--- src/rtl/core/assert_macros.svh ---
// Assertion macros for the Huffman code builder datapath.
// Assertions compile away when SYNTHESIS is defined.
`ifndef ASSERT_MACROS_SVH
`define ASSERT_MACROS_SVH
`ifndef SYNTHESIS
`define HCB_ASSERT(name, expr) \
    name: assert property (@(posedge clk) disable iff (!rst_n) (expr)) \
        else $error("assertion failed");
`define HCB_ASSERT_NEXT(name, ante, cons) \
    name: assert property (@(posedge clk) disable iff (!rst_n) (ante) |=> (cons)) \
        else $error("assertion failed");
`else
`define HCB_ASSERT(name, expr)
`define HCB_ASSERT_NEXT(name, ante, cons)
`endif
`endif

--- src/rtl/core/hcb_pkg.sv ---
// Package for the Huffman code builder: request types, defaults and the
// command/status bundles between controller and datapath. No dependencies.
package hcb_pkg;

    localparam int MAX_SYMBOLS_DEF  = 32;
    localparam int WEIGHT_WIDTH_DEF = 16;
    localparam int RESULT_CAP       = 32;
    localparam int IN_WEIGHT_W      = 16;
    localparam int SYM_W            = 5;
    localparam int CODE_W           = 31;
    localparam int LEN_W            = 5;

    typedef struct packed {
        logic [IN_WEIGHT_W-1:0] weight;
        logic                   last_symbol;
    } in_item_t;

    typedef struct packed {
        logic [SYM_W-1:0]  symbol_index;
        logic [CODE_W-1:0] code_bits;
        logic [LEN_W-1:0]  code_length;
        logic              last_code;
    } out_item_t;

    // Controller to datapath
    typedef struct packed {
        logic load_leaf;
        logic build_init;
        logic scan_issue;
        logic mark_a;
        logic mark_b;
        logic write_b;
        logic walk_init;
        logic walk_read;
        logic walk_step;
        logic emit;
        logic leaf_next;
        logic clear_count;
    } cmd_t;

    // Datapath to controller
    typedef struct packed {
        logic merges_done;
        logic scan_last;
        logic walk_top;
        logic leaf_last;
        logic out_free;
    } status_t;

endpackage

--- src/rtl/core/huffman_code_builder.sv ---
// Huffman code builder top level: controller plus node-table datapath.
// Depends on hcb_pkg, hcb_ctrl and hcb_datapath.
//
// Usage: send symbol weights on the input channel (in_valid/in_ready), one
// request per symbol in symbol order; set last_symbol on the final one.
// Weights past MAX_SYMBOLS are dropped. The last request starts the build;
// in_ready stays low until the last code is loaded into the output register.
// Build: each of the n-1 merge rounds for node i scans nodes 0..i-1 twice
// through the single read port of the weight memory, then writes the
// merged weight and the two parent links.
// Code walk: per leaf, a parent memory read and then a step for each tree
// level, then the code is loaded into the output register.
// Results leave on out_valid/out_ready in symbol order, one per leaf (at
// most 32), last_code set on the final one. If the receiver stalls, the
// walk waits at the output register; nothing is dropped.
// Reset clears the leaf count and all control state; the node table needs
// no clearing, every entry is written before use.
module huffman_code_builder #(
    parameter int MAX_SYMBOLS  = hcb_pkg::MAX_SYMBOLS_DEF,
    parameter int WEIGHT_WIDTH = hcb_pkg::WEIGHT_WIDTH_DEF
) (
    input  logic               clk,
    input  logic               rst_n,
    input  logic               in_valid,
    output logic               in_ready,
    input  hcb_pkg::in_item_t  in_data,
    output logic               out_valid,
    input  logic               out_ready,
    output hcb_pkg::out_item_t out_data
);
    import hcb_pkg::*;

    cmd_t    cmd;
    status_t status;

    hcb_ctrl u_ctrl (
        .clk      (clk),
        .rst_n    (rst_n),
        .in_valid (in_valid),
        .in_last  (in_data.last_symbol),
        .in_ready (in_ready),
        .status   (status),
        .cmd      (cmd)
    );

    hcb_datapath #(
        .MAX_SYMBOLS  (MAX_SYMBOLS),
        .WEIGHT_WIDTH (WEIGHT_WIDTH)
    ) u_dp (
        .clk       (clk),
        .rst_n     (rst_n),
        .in_data   (in_data),
        .cmd       (cmd),
        .status    (status),
        .out_ready (out_ready),
        .out_valid (out_valid),
        .out_data  (out_data)
    );

endmodule

--- src/rtl/core/hcb_ctrl.sv ---
// Sequencer for the Huffman code builder: load, merge rounds, code walk, emit.
// Depends on hcb_pkg.
module hcb_ctrl (
    input  logic            clk,
    input  logic            rst_n,
    input  logic            in_valid,
    input  logic            in_last,
    output logic            in_ready,
    input  hcb_pkg::status_t status,
    output hcb_pkg::cmd_t    cmd
);
    import hcb_pkg::*;

    typedef enum logic [3:0] {
        S_IDLE, S_INIT, S_MERGE, S_SCAN_A, S_DRAIN_A, S_MARK_A,
        S_SCAN_B, S_DRAIN_B, S_MARK_B, S_WRITE_B,
        S_WALK_INIT, S_WALK_CHECK, S_WALK_WAIT, S_EMIT
    } state_t;

    state_t state_reg, state_next;

    logic accept;
    assign in_ready = (state_reg == S_IDLE);
    assign accept   = in_valid && in_ready;

    // Next state and commands
    always_comb
    begin
        state_next = state_reg;
        cmd        = '0;
        unique case (state_reg)
            S_IDLE:
            begin
                if (accept)
                begin
                    cmd.load_leaf = 1'b1;
                    if (in_last)
                        state_next = S_INIT;
                end
            end
            S_INIT:
            begin
                cmd.build_init = 1'b1;
                state_next     = S_MERGE;
            end
            S_MERGE:
                state_next = status.merges_done ? S_WALK_INIT : S_SCAN_A;
            S_SCAN_A:
            begin
                cmd.scan_issue = 1'b1;
                if (status.scan_last)
                    state_next = S_DRAIN_A;
            end
            S_DRAIN_A:
                state_next = S_MARK_A;
            S_MARK_A:
            begin
                cmd.mark_a = 1'b1;
                state_next = S_SCAN_B;
            end
            S_SCAN_B:
            begin
                cmd.scan_issue = 1'b1;
                if (status.scan_last)
                    state_next = S_DRAIN_B;
            end
            S_DRAIN_B:
                state_next = S_MARK_B;
            S_MARK_B:
            begin
                cmd.mark_b = 1'b1;
                state_next = S_WRITE_B;
            end
            S_WRITE_B:
            begin
                cmd.write_b = 1'b1;
                state_next  = S_MERGE;
            end
            S_WALK_INIT:
            begin
                cmd.walk_init = 1'b1;
                state_next    = S_WALK_CHECK;
            end
            S_WALK_CHECK:
            begin
                if (status.walk_top)
                    state_next = S_EMIT;
                else
                begin
                    cmd.walk_read = 1'b1;
                    state_next    = S_WALK_WAIT;
                end
            end
            S_WALK_WAIT:
            begin
                cmd.walk_step = 1'b1;
                state_next    = S_WALK_CHECK;
            end
            S_EMIT:
            begin
                if (status.out_free)
                begin
                    cmd.emit = 1'b1;
                    if (status.leaf_last)
                    begin
                        cmd.clear_count = 1'b1;
                        state_next      = S_IDLE;
                    end
                    else
                    begin
                        cmd.leaf_next = 1'b1;
                        state_next    = S_WALK_INIT;
                    end
                end
            end
            default:
                state_next = S_IDLE;
        endcase
    end

    always_ff @(posedge clk or negedge rst_n)
    begin
        if (!rst_n)
            state_reg <= S_IDLE;
        else
            state_reg <= state_next;
    end

endmodule

--- src/rtl/core/hcb_datapath.sv ---
// Node table, min-weight scan, parent walk and output register of the
// Huffman code builder. Depends on hcb_pkg and assert_macros.svh.
`include "assert_macros.svh"
module hcb_datapath #(
    parameter int MAX_SYMBOLS  = hcb_pkg::MAX_SYMBOLS_DEF,
    parameter int WEIGHT_WIDTH = hcb_pkg::WEIGHT_WIDTH_DEF
) (
    input  logic              clk,
    input  logic              rst_n,
    input  hcb_pkg::in_item_t in_data,
    input  hcb_pkg::cmd_t     cmd,
    output hcb_pkg::status_t  status,
    input  logic              out_ready,
    output logic              out_valid,
    output hcb_pkg::out_item_t out_data
);
    import hcb_pkg::*;

    localparam int NODES = 2 * MAX_SYMBOLS - 1;
    localparam int IDX_W = $clog2(2 * MAX_SYMBOLS);
    localparam int CNT_W = $clog2(MAX_SYMBOLS + 1);
    localparam int NW    = WEIGHT_WIDTH + IDX_W;
    localparam int WIN_W = (WEIGHT_WIDTH < IN_WEIGHT_W) ? WEIGHT_WIDTH : IN_WEIGHT_W;

    // Node table memories
    logic [NW-1:0]    weight_mem [NODES];
    logic [IDX_W-1:0] parent_mem [NODES];

    // Per-node flags
    logic [NODES-1:0] hp_reg;
    logic [NODES-1:0] right_reg;

    logic [CNT_W-1:0] leaf_count_reg;
    logic [IDX_W-1:0] node_i_reg;
    logic [IDX_W-1:0] scan_j_reg;
    logic             rd_valid_reg;
    logic [IDX_W-1:0] rd_idx_reg;
    logic [NW-1:0]    weight_rd_reg;
    logic             found_reg;
    logic [IDX_W-1:0] best_idx_reg;
    logic [NW-1:0]    best_w_reg;
    logic [IDX_W-1:0] a_reg;
    logic [NW-1:0]    wa_reg;
    logic [IDX_W-1:0] b_reg;
    logic [IDX_W-1:0] leaf_reg;
    logic [IDX_W-1:0] cur_reg;
    logic [IDX_W-1:0] len_reg;
    logic [CODE_W-1:0] code_reg;
    logic [IDX_W-1:0] parent_rd_reg;
    logic             out_valid_reg;
    out_item_t        out_reg;

    logic [NW-1:0]    w_in;
    logic             cand;
    logic [IDX_W:0]   total;
    logic [IDX_W:0]   emit_lim;
    logic             room;

    assign w_in = NW'(in_data.weight[WIN_W-1:0]);
    assign room = (leaf_count_reg < CNT_W'(MAX_SYMBOLS));

    // Candidate for least unparented weight
    assign cand = rd_valid_reg && !hp_reg[rd_idx_reg] &&
                  (!found_reg || (weight_rd_reg < best_w_reg));

    // Status
    assign total    = ((IDX_W+1)'(leaf_count_reg) << 1) - (IDX_W+1)'(1);
    assign emit_lim = ((IDX_W+1)'(leaf_count_reg) > (IDX_W+1)'(RESULT_CAP))
                      ? (IDX_W+1)'(RESULT_CAP) : (IDX_W+1)'(leaf_count_reg);
    assign status.merges_done = ({1'b0, node_i_reg} == total);
    assign status.scan_last   = (scan_j_reg == node_i_reg - IDX_W'(1));
    assign status.walk_top    = !hp_reg[cur_reg];
    assign status.leaf_last   = ({1'b0, leaf_reg} == emit_lim - (IDX_W+1)'(1));
    assign status.out_free    = !out_valid_reg || out_ready;

    assign out_valid = out_valid_reg;
    assign out_data  = out_reg;

    // Memory writes and registered reads
    always_ff @(posedge clk)
    begin
        if (cmd.load_leaf && room)
            weight_mem[IDX_W'(leaf_count_reg)] <= w_in;
        else if (cmd.mark_b)
            weight_mem[node_i_reg] <= wa_reg + best_w_reg;
        if (cmd.mark_b)
            parent_mem[a_reg] <= node_i_reg;
        else if (cmd.write_b)
            parent_mem[b_reg] <= node_i_reg;
        weight_rd_reg <= weight_mem[scan_j_reg];
        if (cmd.walk_read)
            parent_rd_reg <= parent_mem[cur_reg];
    end

    // Payload registers
    always_ff @(posedge clk)
    begin
        rd_idx_reg <= scan_j_reg;
        if (cand)
        begin
            best_idx_reg <= rd_idx_reg;
            best_w_reg   <= weight_rd_reg;
        end
        if (cmd.mark_a)
        begin
            a_reg  <= best_idx_reg;
            wa_reg <= best_w_reg;
        end
        if (cmd.mark_b)
            b_reg <= best_idx_reg;
        if (cmd.walk_init)
        begin
            cur_reg  <= leaf_reg;
            len_reg  <= '0;
            code_reg <= '0;
        end
        else if (cmd.walk_step)
        begin
            cur_reg <= parent_rd_reg;
            len_reg <= len_reg + IDX_W'(1);
            if (right_reg[cur_reg])
                code_reg <= code_reg | (CODE_W'(1) << len_reg);
        end
        if (cmd.emit)
        begin
            out_reg.symbol_index <= SYM_W'(leaf_reg);
            out_reg.code_bits    <= code_reg;
            out_reg.code_length  <= LEN_W'(len_reg);
            out_reg.last_code    <= status.leaf_last;
        end
    end

    // Control registers and node flags
    always_ff @(posedge clk or negedge rst_n)
    begin
        if (!rst_n)
        begin
            leaf_count_reg <= '0;
            node_i_reg     <= '0;
            scan_j_reg     <= '0;
            rd_valid_reg   <= 1'b0;
            found_reg      <= 1'b0;
            leaf_reg       <= '0;
            out_valid_reg  <= 1'b0;
            hp_reg         <= '0;
            right_reg      <= '0;
        end
        else
        begin
            if (cmd.load_leaf && room)
            begin
                leaf_count_reg <= leaf_count_reg + CNT_W'(1);
                hp_reg[IDX_W'(leaf_count_reg)] <= 1'b0;
            end
            else if (cmd.clear_count)
                leaf_count_reg <= '0;

            // Internal nodes start unparented
            if (cmd.build_init)
            begin
                node_i_reg <= IDX_W'(leaf_count_reg);
                leaf_reg   <= '0;
                for (int k = 0; k < NODES; k++)
                begin
                    if (k >= int'(leaf_count_reg))
                        hp_reg[k] <= 1'b0;
                end
            end

            // Scan address and read pipeline
            scan_j_reg   <= cmd.scan_issue ? scan_j_reg + IDX_W'(1) : '0;
            rd_valid_reg <= cmd.scan_issue;
            if (cand)
                found_reg <= 1'b1;
            else if (cmd.scan_issue && scan_j_reg == '0)
                found_reg <= 1'b0;

            if (cmd.mark_a)
            begin
                hp_reg[best_idx_reg]    <= 1'b1;
                right_reg[best_idx_reg] <= 1'b0;
            end
            if (cmd.mark_b)
            begin
                hp_reg[best_idx_reg] <= 1'b1;
                hp_reg[node_i_reg]   <= 1'b0;
            end
            if (cmd.write_b)
            begin
                right_reg[b_reg] <= 1'b1;
                node_i_reg       <= node_i_reg + IDX_W'(1);
            end

            if (cmd.leaf_next)
                leaf_reg <= leaf_reg + IDX_W'(1);

            if (cmd.emit)
                out_valid_reg <= 1'b1;
            else if (out_ready)
                out_valid_reg <= 1'b0;
        end
    end

    // A merge pick is a live node: the first is unparented, the second is not the first
    `HCB_ASSERT(a_pick_free, !cmd.mark_a || (found_reg && !hp_reg[best_idx_reg]))
    `HCB_ASSERT(b_pick_free, !cmd.mark_b || (found_reg && best_idx_reg != a_reg))
    // A result is only loaded into a free output slot
    `HCB_ASSERT(emit_slot_free, !cmd.emit || !out_valid_reg || out_ready)
    `HCB_ASSERT_NEXT(emit_shows, cmd.emit, out_valid_reg)

endmodule
--- config.mk ---
export PLATFORM = sky130hd
export DESIGN_NAME = huffman_code_builder
export DESIGN_NICKNAME = d
export VERILOG_FILES = /design/src/rtl/core/hcb_pkg.sv /design/src/rtl/core/huffman_code_builder.sv /design/src/rtl/core/hcb_ctrl.sv /design/src/rtl/core/hcb_datapath.sv
export VERILOG_INCLUDE_DIRS = /design/src /design/src/rtl/core
export SDC_FILE = /design/constraint.sdc
export NUM_CORES = 2
export LEC_CHECK = 0
export BUFFER_PORTS_ARGS = -buffer_cell sky130_fd_sc_hd__buf_2
export CAP_MARGIN = 25
export CORE_MARGIN = 3
export CORE_UTILIZATION = 36
export DETAILED_ROUTE_END_ITERATION = 16
export GPL_TIMING_DRIVEN = 0
export PLACE_DENSITY = 0.58
export REMOVE_ABC_BUFFERS = 1
export SLEW_MARGIN = 5
export SYNTH_ARGS = -nofsm -noshare
export SYNTH_HDL_FRONTEND = slang
export SYNTH_SLANG_ARGS = --single-unit
--- constraint.sdc ---
create_clock -name clk -period 5.86 [get_ports clk]
set_clock_uncertainty 0.05 [all_clocks]
set_input_delay 1.172 -clock clk [delete_from_list [all_inputs] [get_ports clk]]
set_output_delay 1.172 -clock clk [all_outputs]
set_load 0.05 [all_outputs]
======== Word-level counts from Yosys, hierarchy flattened ========
Memory sizes are Yosys's and may differ from the RTL's. A register that Yosys moved wholly into a read port is not among the register bits.
Cells that the tools add are included.
storage, ports and cells
  register bits after elaboration ......... 310
  RAM bits ................................ 1764
  output and inout bits ................... 44
  logic and storage cells ................. 307
  memories kept ........................... 2
operators by class
  add/subtract/negate cells ............... 9
  magnitude comparators ................... 76
  equality and inequality tests ........... 21
  shift-type cells ........................ 1
  muxes and demuxes ....................... 136
  bitwise operators ....................... 10
  reductions and logical operators ........ 29
memories
  name             depth  width  rd ports  clocked after Yosys merged registers in  write ports  RTL line            RTL
  u_dp.weight_mem  63     22     1         1                                        1            hcb_datapath.sv:26  logic [NW-1:0] weight_mem [NODES];
  u_dp.parent_mem  63     6      1         1                                        1            hcb_datapath.sv:27  logic [IDX_W-1:0] parent_mem [NODES];
operator list
  cell                                                                                 number
  63-bit two-way mux                                                                   6
  63-bit bitwise AND                                                                   3
  63-bit NOT                                                                           3
  63-bit OR                                                                            3
  6-bit greater-or-equal comparator, first input constant                              31
  1-bit two-way mux                                                                    99
  5-bit by 6-bit greater-or-equal comparator with 1-bit output, first input constant   16
  6-bit two-way mux                                                                    13
  4-bit by 6-bit greater-or-equal comparator with 1-bit output, first input constant   8
  4-bit case mux with 12 select lines                                                  1
  6-bit by 7-bit < comparator with 1-bit output, second input constant                 6
  31-bit OR                                                                            1
  1-bit by 6-bit left shift with 31-bit output, first input constant                   1
  6-bit by 1-bit adder with 6-bit output, second input constant                        5
  4-bit two-way mux                                                                    7
  1-bit demux with 6-bit select                                                        4
  4-bit == test, second input constant                                                 6
  3-bit by 6-bit greater-or-equal comparator with 1-bit output, first input constant   4
  6-bit by 1-bit greater-or-equal comparator with 1-bit output, second input constant  4
  22-bit adder                                                                         1
  22-bit < comparator                                                                  1
  22-bit two-way mux                                                                   1
  22-bit OR reduction                                                                  1
  1-bit binary-select mux with 6-bit select                                            3
  other kinds (23)                                                                     54

======== Depth between registers and ports, before layout ========
  word-level depth ........................ 14
  depth in mapped cells ................... 16
  gate-level depth less buffers ........... 13

======== Hierarchy ========
Synthesis repeated with hierarchy kept, for this count alone.
unflattened totals
  cell total of the unflattened synthesis .. 4890
  area, all modules ....................... 85791.0 µm²
modules (own cells, without submodules)
  module        times used  cells an instance  area each (µm²)
  hcb_datapath  1           4836               85365.6
  hcb_ctrl      1           54                 425.4

======== Least setup slack after synthesis ========
Ideal clock, no wire load.
  path type ............................... register to register
  start ................................... reg u_dp.best_w_reg[0]
  end ..................................... mem u_dp.weight_mem[0][14] (netlist name), data pin
  data arrival time ....................... 4.674 ns
  data required time ...................... 5.099 ns
  path slack .............................. 0.425 ns
  cell stages (with the launch flop) ...... 11
  buffers on the path ..................... 0
  period minus slack after synthesis ...... 5.435 ns
  path through ............................ edfxtp_1 > ha_1 > inv_1 > fa_1 > nor2b_1 > o2111ai_1 > a311oi_1 > o21ai_0 > o21ai_0 > nor4_1 > o31ai_1
on the way
  word-level cells in the longest chain between the ends .. 2
RTL lines
  what                                 RTL line             RTL
  start: declaration                   hcb_datapath.sv:41   logic [NW-1:0] best_w_reg;
  start signal: assignment             hcb_datapath.sv:102  best_w_reg <= weight_rd_reg;
  22-bit adder                         hcb_datapath.sv:85   weight_mem[node_i_reg] <= wa_reg + best_w_reg;
  22-bit two-way mux (no source line)  n/a
  end: declaration                     hcb_datapath.sv:26
No other way between the ends.

======== Worst setup path after layout ========
  start ................................... reg u_ctrl.state_reg[3]
  end ..................................... mem u_dp.weight_mem[0][7] (netlist name) (enable)
on the way
  word-level cells in the longest chain between the ends .. 9
  elaborated cells on any way between the ends .. 15
RTL lines
  what                                                                     RTL line                        RTL
  start: declaration                                                       hcb_ctrl.sv:20                  state_t state_reg, state_next;
  start signal: assignment                                                 hcb_ctrl.sv:126                 state_reg <= state_next;
  4-bit zero test                                                          hcb_ctrl.sv:23, hcb_ctrl.sv:31
  1-bit logical AND                                                        hcb_ctrl.sv:24                  assign accept = in_valid && in_ready;
  1-bit two-way mux                                                        hcb_ctrl.sv:34                  if (accept)
  1-bit two-way mux                                                        hcb_ctrl.sv:31                  unique case (state_reg)
  1-bit logical AND                                                        hcb_datapath.sv:82              if (cmd.load_leaf && room)
  1-bit two-way mux                                                        hcb_datapath.sv:82
  1-bit two-way mux (implied by the code)                                  hcb_datapath.sv:85
  22-bit OR reduction (no source line)                                     n/a
  6-bit two-way mux (no source line) or 1-bit two-way mux (tied branches)  n/a
Parallel ways exist; a longest one is shown, timed or not.

==> impl_metrics.csv <==
group,metric,value,unit
timing,rsz0062_at_grt,"no",
setup_path,regToRegStartpoint,"u_ctrl.state_reg[3]",
clocking,insertion_delay,0.82,ns
pwr,seqPwrFrac,55.1,%
global_routing,grt_pass1_wl,322000,µm
clocking,cts_tree,"built",
floorplanning,num_rows,177,
floorplanning,io-pin-count,65,
global_routing,grtUsageMet3,3.54,%
placement,dpl.hpwl,143000,µm
setup_path,r2r_slack,0.44,ns
global_routing,grt_max_degree,95,
synthesis,yosysSeqAreaShare,72.6,%
finish,nets,4713,
setup_path,worstSetupEndpointType,"register",
pwr,power_density,296,nW/µm²
clocking,clock_sink_count,2102,
finish,reg_top3,"u_dp.weight_mem x1386, u_dp.parent_mem x378",
setup_path,crit_buf_inv,2,
global_routing,grt_pass1_vias,44659,
pwr,switchingPower,5.72,mW
floorplanning,start_util,36.4,%
finish,largest_register_ffs,1386,
pwr,p_int,23.7,mW
timing,worst_pin_slew,1.19,ns
setup_path,critPathMaxStageDelay,0.80,ns
routing,drc,0,
finish,regArea,61700,µm²
clocking,clk_pin_slew_worst_paths,0.07,ns
finish,drive_gt1_share,26.1,%
timing,fmax,184,MHz
floorplanning,die_h,492,µm
pwr,swShare,19.5,%
synthesis,ys.flop_type,"edfxtp_1",
setup_path,critPathRequiredTime,6.31,ns
global_routing,use_met2,29.2,%
clocking,cts_made_buffers,196,
timing,finalCritPeriodShare,92.6,%
routing,wl_per_cell,27.9,µm
setup_path,worst-setup-path-type,"reg -> reg",
floorplanning,fp.dieArea,242000,µm²
routing,via_per_inst,5.60,
synthesis,syn_inst,4438,
clocking,cts_setup_buffers,0,
finish,utilization,42.5,%
setup_path,crit_start,"u_ctrl.state_reg[3]",
setup_path,cpMaxStageDelayCell,"dfrtp_1",
setup_path,crit_path_start_kind,"register",
setup_path,rr_endpoint,"u_dp.weight_mem[0][7]",
timing,slew_headroom,19.9,%
finish,multi_input_area,22700,µm²
floorplanning,fp.dieW,492,µm
routing,finalWirelength,222000,µm
placement,io_buffers,64,
setup_path,crit_family,"simple AND/OR/NAND/NOR gates",
global_routing,grt-busiest-layer,"met2",
synthesis,synth_warnings,0,
routing,vias,44486,
pwr,max-vdd-ir-drop,0.238,mV
global_routing,track_usage,18.2,%
timing,setup_viol,0,
global_routing,grtUsageMet1,25.3,%
routing,drtIter0Drc,4865,
timing,hold_violations,0,
finish,regMostFlops,"u_dp.weight_mem",
pwr,p_comb_share,0.7,%
setup_path,path_max_fanout,27,
run_status,outcome,"complete, no violations",
timing,finalWorstSetupSlack,0.436,ns
placement,place_ws,0.605,ns
setup_path,arrival,5.87,ns
setup_path,reg2reg_depth,9,
global_routing,antenna_found_initial,5,
synthesis,syn-mean-instance-area,19.1,µm²
clocking,htreeDepth,4,
synthesis,synth-seq-cells,2102,
floorplanning,coreArea,234000,µm²
synthesis,synth_cell_types,77,
pwr,pwr-share-clk,44.3,%
finish,area_growth,16.9,%
clocking,ctsHoldBuffers,0,
synthesis,syn_area,85000,µm²
synthesis,async_reset_ff_share,7.47,%
pwr,cellLeakagePower,30.5,nW
routing,firstDrtPassIters,8,
routing,ant_nets,0,
clocking,cts_resized,0,
run,maxCapViolCount,0,
clocking,cts_root_buf,"clkbuf_16",
timing,drv_slew,0,
setup_path,worstPathCellList,"nor2b_1, nand2_4, inv_2, nor2_1, a21oi_1, nand2b_1, nand2b_1, nor2_4, buf_16",
synthesis,synth-edff-count,1880,
finish,fill_cells,20172,
hold_path,hold_path.class,"in -> async",
global_routing,overflow,0,
setup_path,cp_common_cell,"nand2b_1",
timing,post-route-min-period,5.42,ns
clocking,clockBufferDepth,3,
placement,gp_congestion,0.911,
[worst max path at each step]
| stage | end | slack [ns] | cells after the start |
|---|---|---|---|
| floorplan | u_dp.weight_rd_reg[0] | -9.13 | 3 |
| global placement | u_dp.weight_rd_reg[16] | -16.41 | 3 |
| detailed placement | u_dp.weight_mem[0][7] | 0.60 | 9 |
| CTS | u_dp.weight_mem[0][7] | 0.57 | 9 |
| global route | u_dp.weight_mem[0][12] | 0.30 | 9 |
| finish | u_dp.weight_mem[0][7] | 0.44 | 9 |
[synth_stat cells (18+ instances only)]
cell	n	area share (%)
a21o_1	19	0.17
a21oi_1	103	0.61
a22oi_1	50	0.44
buf_1	34	0.15
buf_2	56	0.33
clkbuf_1	126	0.56
dfrtp_1	157	4.6
dfxtp_1	65	1.5
edfxtp_1	1880	66
ha_1	57	0.84
inv_1	48	0.21
mux2i_1	49	0.58
mux4_2	597	16
nand2_1	245	1.1
nand2b_1	20	0.15
nand3_1	54	0.32
nor2_1	218	0.96
nor2b_1	22	0.16
nor3_1	34	0.20
o21ai_0	218	1.3
o21ai_1	54	0.32
or3_1	18	0.13
xnor2_1	24	0.25
xor2_1	18	0.19
[cell families after synthesis]
group	after synthesis	synth area share (%)
buf+inv	291	1.52
flops	2102	72.6
fa+ha+maj	58	0.863
compound gates	573	4.06
xor+xnor	42	0.433
mux	657	16.6
simple gates	715	3.89
[power groups by stage]
stage | clock network [mW] | logic, mW | registers (mW)
finish | 13.0 | 0.194 | 16.2
global route | 13.9 | 0.213 | 16.2
CTS | 13.3 | 0.199 | 16.2
floorplan | 0 | 0.0558 | 16.5
detailed placement | 0 | 0.199 | 16.5
global placement | 0 | 0.146 | 16.6
[routing by layer]
metal  routed length (µm)  share of wire (%)
met3                16300                7.4
met1                92200                 42
met5                  156              0.070
met4                 6200                2.8
met2               107000                 48
[metrics by stage]
| stage | power (mW) | hold slack, ns | cells | TNS [ns] | cell area, µm² |
|---|---|---|---|---|---|
| final | 29.4 | 0.239 | 7942 | 0 | 99300 |
| after floorplan | 16.6 | 0.350 | 4199 | -341.40 | 83900 |
| after CTS | 29.7 | 0.211 | 7924 | 0 | 99200 |
| after detailed placement | 16.7 | 0.369 | 7560 | 0 | 92600 |
| after global placement | 16.7 | 0.361 | 7395 | -7302.77 | 88100 |
| after global routing | 30.3 | 0.224 | 7933 | 0 | 99300 |
[cells in the final DEF (no fill, tap or decap), types with 18 or more instances in the layout]
master / count
a21o_1: 19
a21oi_1: 103
a22oi_1: 50
buf_12: 42
buf_16: 97
buf_2: 67
bufinv_16: 24
clkbuf_1: 46
clkbuf_16: 203
clkinv_1: 42
clkinv_2: 28
dfrtp_1: 145
dfxtp_1: 65
edfxtp_1: 1880
ha_1: 57
inv_1: 46
mux2i_1: 49
mux4_2: 597
nand2_1: 241
nand2b_1: 20
nand3_1: 54
nor2_1: 157
nor2_4: 61
nor2b_1: 21
nor3_1: 26
o21ai_0: 207
o21ai_1: 54
or3_1: 18
xnor2_1: 24
xor2_1: 18
[cell type report]
cell class | instances | share of cell area, %
flip-flops and latches | 2102 | 62.2
clock inverters | 111 | 1.24
repair buffers | 237 | 4.23
multi-input cells | 2045 | 22.9
clock buffers | 253 | 5.35
well taps | 3132 | 3.95
diodes | 10 | 0.0252
inverters | 52 | 0.197
Note: power is estimated with default switching activity, not from simulation.
